[src/hdl/skxsc_pkg.sv]
// Shared types and fixed tables for the serial-keyed XOR byte scrambler.
// No dependencies; imported by skxsc_keystream and the top level.
package skxsc_pkg;

    typedef logic [7:0]  byte_t;
    typedef logic [4:0]  pos_t;
    typedef logic [5:0]  bit_idx_t;
    typedef logic [63:0] serial_t;

    localparam int unsigned CODE_LEN = 32;

    localparam bit_idx_t SERIAL_PICK [0:CODE_LEN-1] = '{
        6'd1,  6'd7,  6'd2,  6'd4,  6'd11, 6'd14, 6'd11, 6'd8,
        6'd19, 6'd18, 6'd21, 6'd23, 6'd24, 6'd28, 6'd27, 6'd31,
        6'd34, 6'd33, 6'd37, 6'd35, 6'd42, 6'd46, 6'd40, 6'd41,
        6'd55, 6'd50, 6'd49, 6'd52, 6'd59, 6'd58, 6'd62, 6'd61
    };

    localparam byte_t CODE_ZERO [0:CODE_LEN-1] = '{
        8'h12, 8'h34, 8'h56, 8'h33, 8'h4e, 8'hf3, 8'h21, 8'hac,
        8'h45, 8'hdc, 8'h1a, 8'h32, 8'h36, 8'h0f, 8'h12, 8'h42,
        8'h54, 8'hd3, 8'haf, 8'h23, 8'h69, 8'hdf, 8'hbc, 8'h31,
        8'h86, 8'hcd, 8'hb4, 8'hbe, 8'h8c, 8'h94, 8'h73, 8'h29
    };

    localparam byte_t CODE_ONE [0:CODE_LEN-1] = '{
        8'h21, 8'hfd, 8'h36, 8'h11, 8'hdc, 8'hbb, 8'h37, 8'hbf,
        8'haa, 8'h56, 8'h29, 8'h70, 8'h66, 8'h2c, 8'h78, 8'h69,
        8'hda, 8'hc2, 8'hc7, 8'hb8, 8'h6d, 8'h4a, 8'h3b, 8'hc6,
        8'hca, 8'had, 8'hb9, 8'ha0, 8'hc5, 8'h2d, 8'h8b, 8'hf2
    };

endpackage

[src/hdl/serial_keyed_xor_stream_cipher.sv]
// Top level of the serial-keyed XOR byte scrambler.
// Depends on skxsc_pkg and skxsc_keystream.
//
// Usage:
//   Config channel (cfg_valid/cfg_ready/cfg_data) loads the 64-bit device
//   serial; cfg_ready is always high. Write it only while the stream is idle.
//   Input channel (in_valid/in_ready) carries one byte per beat with
//   end_of_message marking the last byte of a buffer. Output channel
//   (out_valid/out_ready) returns the scrambled byte and end_flag.
//   A byte accepted on the input is shown on the output from the next
//   cycle. Throughput is one byte per cycle while the receiver keeps up,
//   set by the single result register; the position counter advances once
//   per accepted beat. When the receiver stalls, the result register holds
//   and in_ready drops only while that register is full and not being taken.
//   Reset clears the serial to zero, the position to zero and the output
//   valid flag. The position returns to zero after a byte marked last and
//   wraps after position 31. The same operation encrypts and decrypts.
module serial_keyed_xor_stream_cipher
    import skxsc_pkg::*;
(
    input  logic    clk,
    input  logic    rst_n,

    input  logic    cfg_valid,
    output logic    cfg_ready,
    input  serial_t cfg_data,

    input  logic    in_valid,
    output logic    in_ready,
    input  byte_t   in_byte,
    input  logic    end_of_message,

    output logic    out_valid,
    input  logic    out_ready,
    output byte_t   out_byte,
    output logic    end_flag
);

    serial_t serial_reg;
    pos_t    pos_reg;
    pos_t    pos_next;
    logic    out_valid_reg;
    logic    out_valid_next;
    byte_t   out_byte_reg;
    logic    end_flag_reg;
    byte_t   key_byte;
    logic    in_accept;

    skxsc_keystream u_keystream
    (
        .pos      (pos_reg),
        .serial   (serial_reg),
        .key_byte (key_byte)
    );

    assign cfg_ready = 1'b1;
    assign in_ready  = !out_valid_reg || out_ready;
    assign in_accept = in_valid && in_ready;

    always_comb
    begin
        pos_next       = end_of_message ? '0 : pos_reg + 5'd1;
        out_valid_next = in_accept ? 1'b1 : (out_valid_reg && !out_ready);
    end

    always_ff @(posedge clk or negedge rst_n)
    begin
        if (!rst_n)
        begin
            serial_reg    <= '0;
            pos_reg       <= '0;
            out_valid_reg <= 1'b0;
        end
        else
        begin
            if (cfg_valid && cfg_ready)
            begin
                serial_reg <= cfg_data;
            end
            if (in_accept)
            begin
                pos_reg <= pos_next;
            end
            out_valid_reg <= out_valid_next;
        end
    end

    always_ff @(posedge clk)
    begin
        if (in_accept)
        begin
            out_byte_reg <= in_byte ^ key_byte;
            end_flag_reg <= end_of_message;
        end
    end

    assign out_valid = out_valid_reg;
    assign out_byte  = out_byte_reg;
    assign end_flag  = end_flag_reg;

    a_pos_restart: assert property (@(posedge clk) disable iff (!rst_n)
        in_accept && end_of_message |=> pos_reg == '0)
        else $error("position not restarted after last byte");

    a_pos_advance: assert property (@(posedge clk) disable iff (!rst_n)
        in_accept && !end_of_message |=> pos_reg == $past(pos_reg) + 5'd1)
        else $error("position did not advance");

    a_pos_hold: assert property (@(posedge clk) disable iff (!rst_n)
        !in_accept |=> $stable(pos_reg))
        else $error("position moved without an input beat");

    a_result_follows: assert property (@(posedge clk) disable iff (!rst_n)
        in_accept |=> out_valid && end_flag == $past(end_of_message))
        else $error("result missing after input beat");

    a_ready_when_empty: assert property (@(posedge clk) disable iff (!rst_n)
        !out_valid_reg |-> in_ready)
        else $error("input stalled with empty result register");

endmodule

[src/hdl/skxsc_keystream.sv]
// Key byte for one stream position: picks a serial bit and selects a code table.
// Depends on skxsc_pkg for the pick table and both code tables.
module skxsc_keystream
    import skxsc_pkg::*;
(
    input  pos_t    pos,
    input  serial_t serial,
    output byte_t   key_byte
);

    bit_idx_t pick;
    logic     use_one;

    always_comb
    begin
        pick     = SERIAL_PICK[pos];
        use_one  = serial[pick];
        key_byte = use_one ? CODE_ONE[pos] : CODE_ZERO[pos];
    end

endmodule
[config.mk]
export PLATFORM = sky130hd
export DESIGN_NAME = serial_keyed_xor_stream_cipher
export DESIGN_NICKNAME = d
export VERILOG_FILES = /design/src/hdl/skxsc_pkg.sv /design/src/hdl/serial_keyed_xor_stream_cipher.sv /design/src/hdl/skxsc_keystream.sv
export SDC_FILE = /design/constraint.sdc
export NUM_CORES = 1
export LEC_CHECK = 0
export BUFFER_PORTS_ARGS = -buffer_cell sky130_fd_sc_hd__clkbuf_2
export CORE_MARGIN = 4
export CORE_UTILIZATION = 57
export CTS_CLUSTER_DIAMETER = 50
export DETAILED_ROUTE_END_ITERATION = 16
export HOLD_SLACK_MARGIN = 0.08
export PLACE_DENSITY = 0.79
export SLEW_MARGIN = 20
export SYNTH_ARGS = -nofsm -noshare
export SYNTH_HDL_FRONTEND = slang
export SYNTH_SLANG_ARGS = --single-unit
[constraint.sdc]
create_clock -name clk -period 5.77 [get_ports clk]
set_input_delay 1.154 -clock clk [delete_from_list [all_inputs] [get_ports clk]]
set_output_delay 1.154 -clock clk [all_outputs]
set_load 0.01 [all_outputs]
==> impl_metrics.env <==
export IMPL_cts_reportedPaths_clkPinSlew_ps=110
export IMPL_coreArea_mm2=0.00864
export IMPL_grt_pass1_vias=4125
export IMPL_crit_fanout=16
export IMPL_drc=0
export IMPL_port_buffers=88
export IMPL_fp_dieH_um=102
export IMPL_final_layout_size_suffix_gt1_share_pct=33.7
export IMPL_htreeDepth=3
export IMPL_synth_edf_count=9
export IMPL_routed_via_density=6.40
export IMPL_synth_area_top_cells="dfrtp_1 (35%), mux2_2 (14%), edfxtp_1 (5.4%), nand2_1 (4.7%), mux2i_1 (3.6%)"
export IMPL_synth_cell_types=65
export IMPL_n_fill_cell=676
export IMPL_fin_cells=687
export IMPL_dpl_hpwl_um=9240
export IMPL_cts_hold_buf=0
export IMPL_multi_input_area_mm2=0.00277
export IMPL_drv_slew=0
export IMPL_worst_pin_slew_ps=863
export IMPL_cts_root_buffer="clkbuf_8"
export IMPL_antenna_found_initial=0
export IMPL_syn_nets=595
export IMPL_syn_inst=508
export IMPL_register_area_mm2=0.00202
export IMPL_setup_tns_ps=0
export IMPL_outcome="finished, final reports clean"
export IMPL_worst_setup_path_start_kind="flop"
export IMPL_clkSinkCount=79
export IMPL_insertion_delay_ps=370
export IMPL_crit_family="compound AO/OA/AOI/OAI gates"
export IMPL_critPathKind="flop to flop"
export IMPL_cts_setup_buffers=0
export IMPL_ir_drop_mv=0.268
export IMPL_final_util_pct=65.8
export IMPL_power_leakage_nw=2.49
export IMPL_final_common_cell="clkbuf_2"
export IMPL_required_ps=5910
export IMPL_hold_viol=0
export IMPL_finClkSkew_ps=21.6
export IMPL_die_w_um=102
export IMPL_wirelength_um=13100
export IMPL_overflow=0
export IMPL_slowest_delay_ps=590
export IMPL_worstSetupPathDepth=13
export IMPL_yosys_warnings=0
export IMPL_cts_tree="yes"
export IMPL_antenna_left=0
export IMPL_worstSetupStartpoint="pos_reg[0]"
export IMPL_wl_per_cell_um=19.0
export IMPL_period_minus_slack_ps=4760
export IMPL_rrSetupSlack_ps=1010
export IMPL_max_cap_violations=0
export IMPL_cts_buffer_depth=2
export IMPL_regToRegStartpoint="pos_reg[0]"
export IMPL_path_cells="buf_4 > inv_1 > ha_1 > inv_1 > mux4_2 > a21oi_2 > buf_4 > o2111ai_1 > a31oi_1 > and4b_4 > o32ai_4 > mux4_2 > xnor2_1"
export IMPL_start_util_pct=58.3
export IMPL_cp_slowest_cell="ha_1"
export IMPL_setup_violations=0
export IMPL_gp_congestion=0.923
export IMPL_die_area_mm2=0.0104
export IMPL_largest_reg_flops=64
export IMPL_critPathBufInv=4
export IMPL_fmax_ghz=0.210
export IMPL_drtPass1Iterations=5
export IMPL_cts_resized_gates=0
export IMPL_slew_headroom_pct=42.5
export IMPL_grt_max_degree=71
export IMPL_track_usage_pct=25.7
export IMPL_synth_seq_cells=79
export IMPL_layout_common_cells="clkbuf_2 (87), dfrtp_1 (70), nand2_1 (63), mux2_2 (61), o21ai_0 (32)"
export IMPL_post_synth_top_area_cell="dfrtp_1"
export IMPL_worstSetupEndpoint="out_byte[5]"
export IMPL_dp_cells=671
export IMPL_nets=661
export IMPL_rsz0062_at_grt="no"
export IMPL_initialDrtViolationCount=329
export IMPL_p_per_area_mw_per_mm2=391
export IMPL_num_antenna_cells=0
export IMPL_numCtsBuffers=9
export IMPL_row_count=34
export IMPL_netlist_area_mm2=0.00503
export IMPL_yosysSeqAreaShare_pct=40.2
export IMPL_synth_ff_type="dfrtp_1"
export IMPL_syn_area_per_cell_um2=9.91
export IMPL_r2r_end="out_byte[5]"
export IMPL_vias=4394
export IMPL_async_flop_share_pct=88.6
export IMPL_critPathArrivalTime_ps=4890
export IMPL_area_growth_syn_to_layout_pct=13.0
export IMPL_io_pins=90
export IMPL_fin_crit_sh_pct=82.4
export IMPL_crit_path_end_kind="flop"
export IMPL_grt_pass1_wl_um=21000
export IMPL_synth_top_cell_area_share_pct=34.8
export IMPL_rr_worst_depth=13
export IMPL_min_path_type="flop to flop"
Yosys cell counts, drive strengths merged (2+ instances only):
cell type and instances:
a2111oi 3, a211oi 9, a21o 2, a21oi 30, a221o 2, a311oi 2
a31oi 5, a41oi 2, and2 2, and3 8, and4 2, buf 19
clkbuf 22, dfrtp 70, edfxtp 9, ha 9, inv 14, mux2 61
mux2i 18, mux4 8, nand2 65, nand2b 5, nand3 20, nand3b 2
nand4 4, nor2 20, nor2b 2, nor3 10, o2111ai 3, o211a 2
o211ai 5, o21ai 33, o221ai 2, o22ai 4, o31ai 2, or3 5
xnor2 8, xor2 2
routing by layer:
layer  track usage (%)  share of wire (%)  vias up
li1                  -                  -     1996
met5                 0                  0        -
met1              35.3                 41     2073
met4              8.58                3.0        0
met2              40.5                 47      283
met3              5.94                9.3       42
power breakdown:
group	switching [W]	internal, W	leakage (nW)
clock	0.000235	0.000192	0.102
sequential	0.0000555	0.000653	0.910
combinational	0.000634	0.000451	1.48
total	0.000925	0.00130	2.49
worst min path at each step:
stage	startpoint	endpoint	slack, ps	depth (start not counted)
after floorplan	serial_reg[61]	serial_reg[61]	470	1
after global placement	serial_reg[60]	serial_reg[60]	500	1
after detailed placement	serial_reg[36]	serial_reg[36]	500	1
after CTS	serial_reg[6]	serial_reg[6]	520	1
after global routing	serial_reg[43]	serial_reg[43]	530	1
final	serial_reg[6]	serial_reg[6]	520	1
worst register-to-register path: cells and delay by family (launching register included):
family	cells	cell delay, ps
AOI/OAI and AO/OA	4	1410
xor gates and xnor gates	1	140
adders and majority gates	1	600
buffers and inverters	4	880
DFF	1	330
muxes	2	940
and+or+nand+nor	1	230
cell type report:
cell class / count / share of cell area (%)
Clock buffer: 10 / 2.62
Clock inverter: 6 / 0.990
Inverter: 14 / 0.968
Multi-Input combinational cell: 374 / 48.7
Sequential cell: 79 / 35.6
Tap cell: 108 / 2.38
Timing Repair Buffer: 96 / 8.80
through the flow:
step           instance area [um^2]  hold slack (ps)  total power, W  worst slack [ps]
2_1_floorplan                  5030              472         0.00154              1850
3_3_place_gp                   5480              501         0.00175              1260
3_5_place_dp                   5480              497         0.00178              1080
4_1_cts                        5690              518         0.00221              1050
5_1_grt                        5690              534         0.00235               791
6_report                       5690              519         0.00222              1010
logic make-up after synthesis:
family,synth area share (%)
simple gates,14.1
compound gates,16.0
mux,20.8
flops,40.2
buf+inv,4.82
xor+xnor,1.74
fa+ha+maj,2.24
other cells,0.0745
Power figures use the tool's default switching activity.
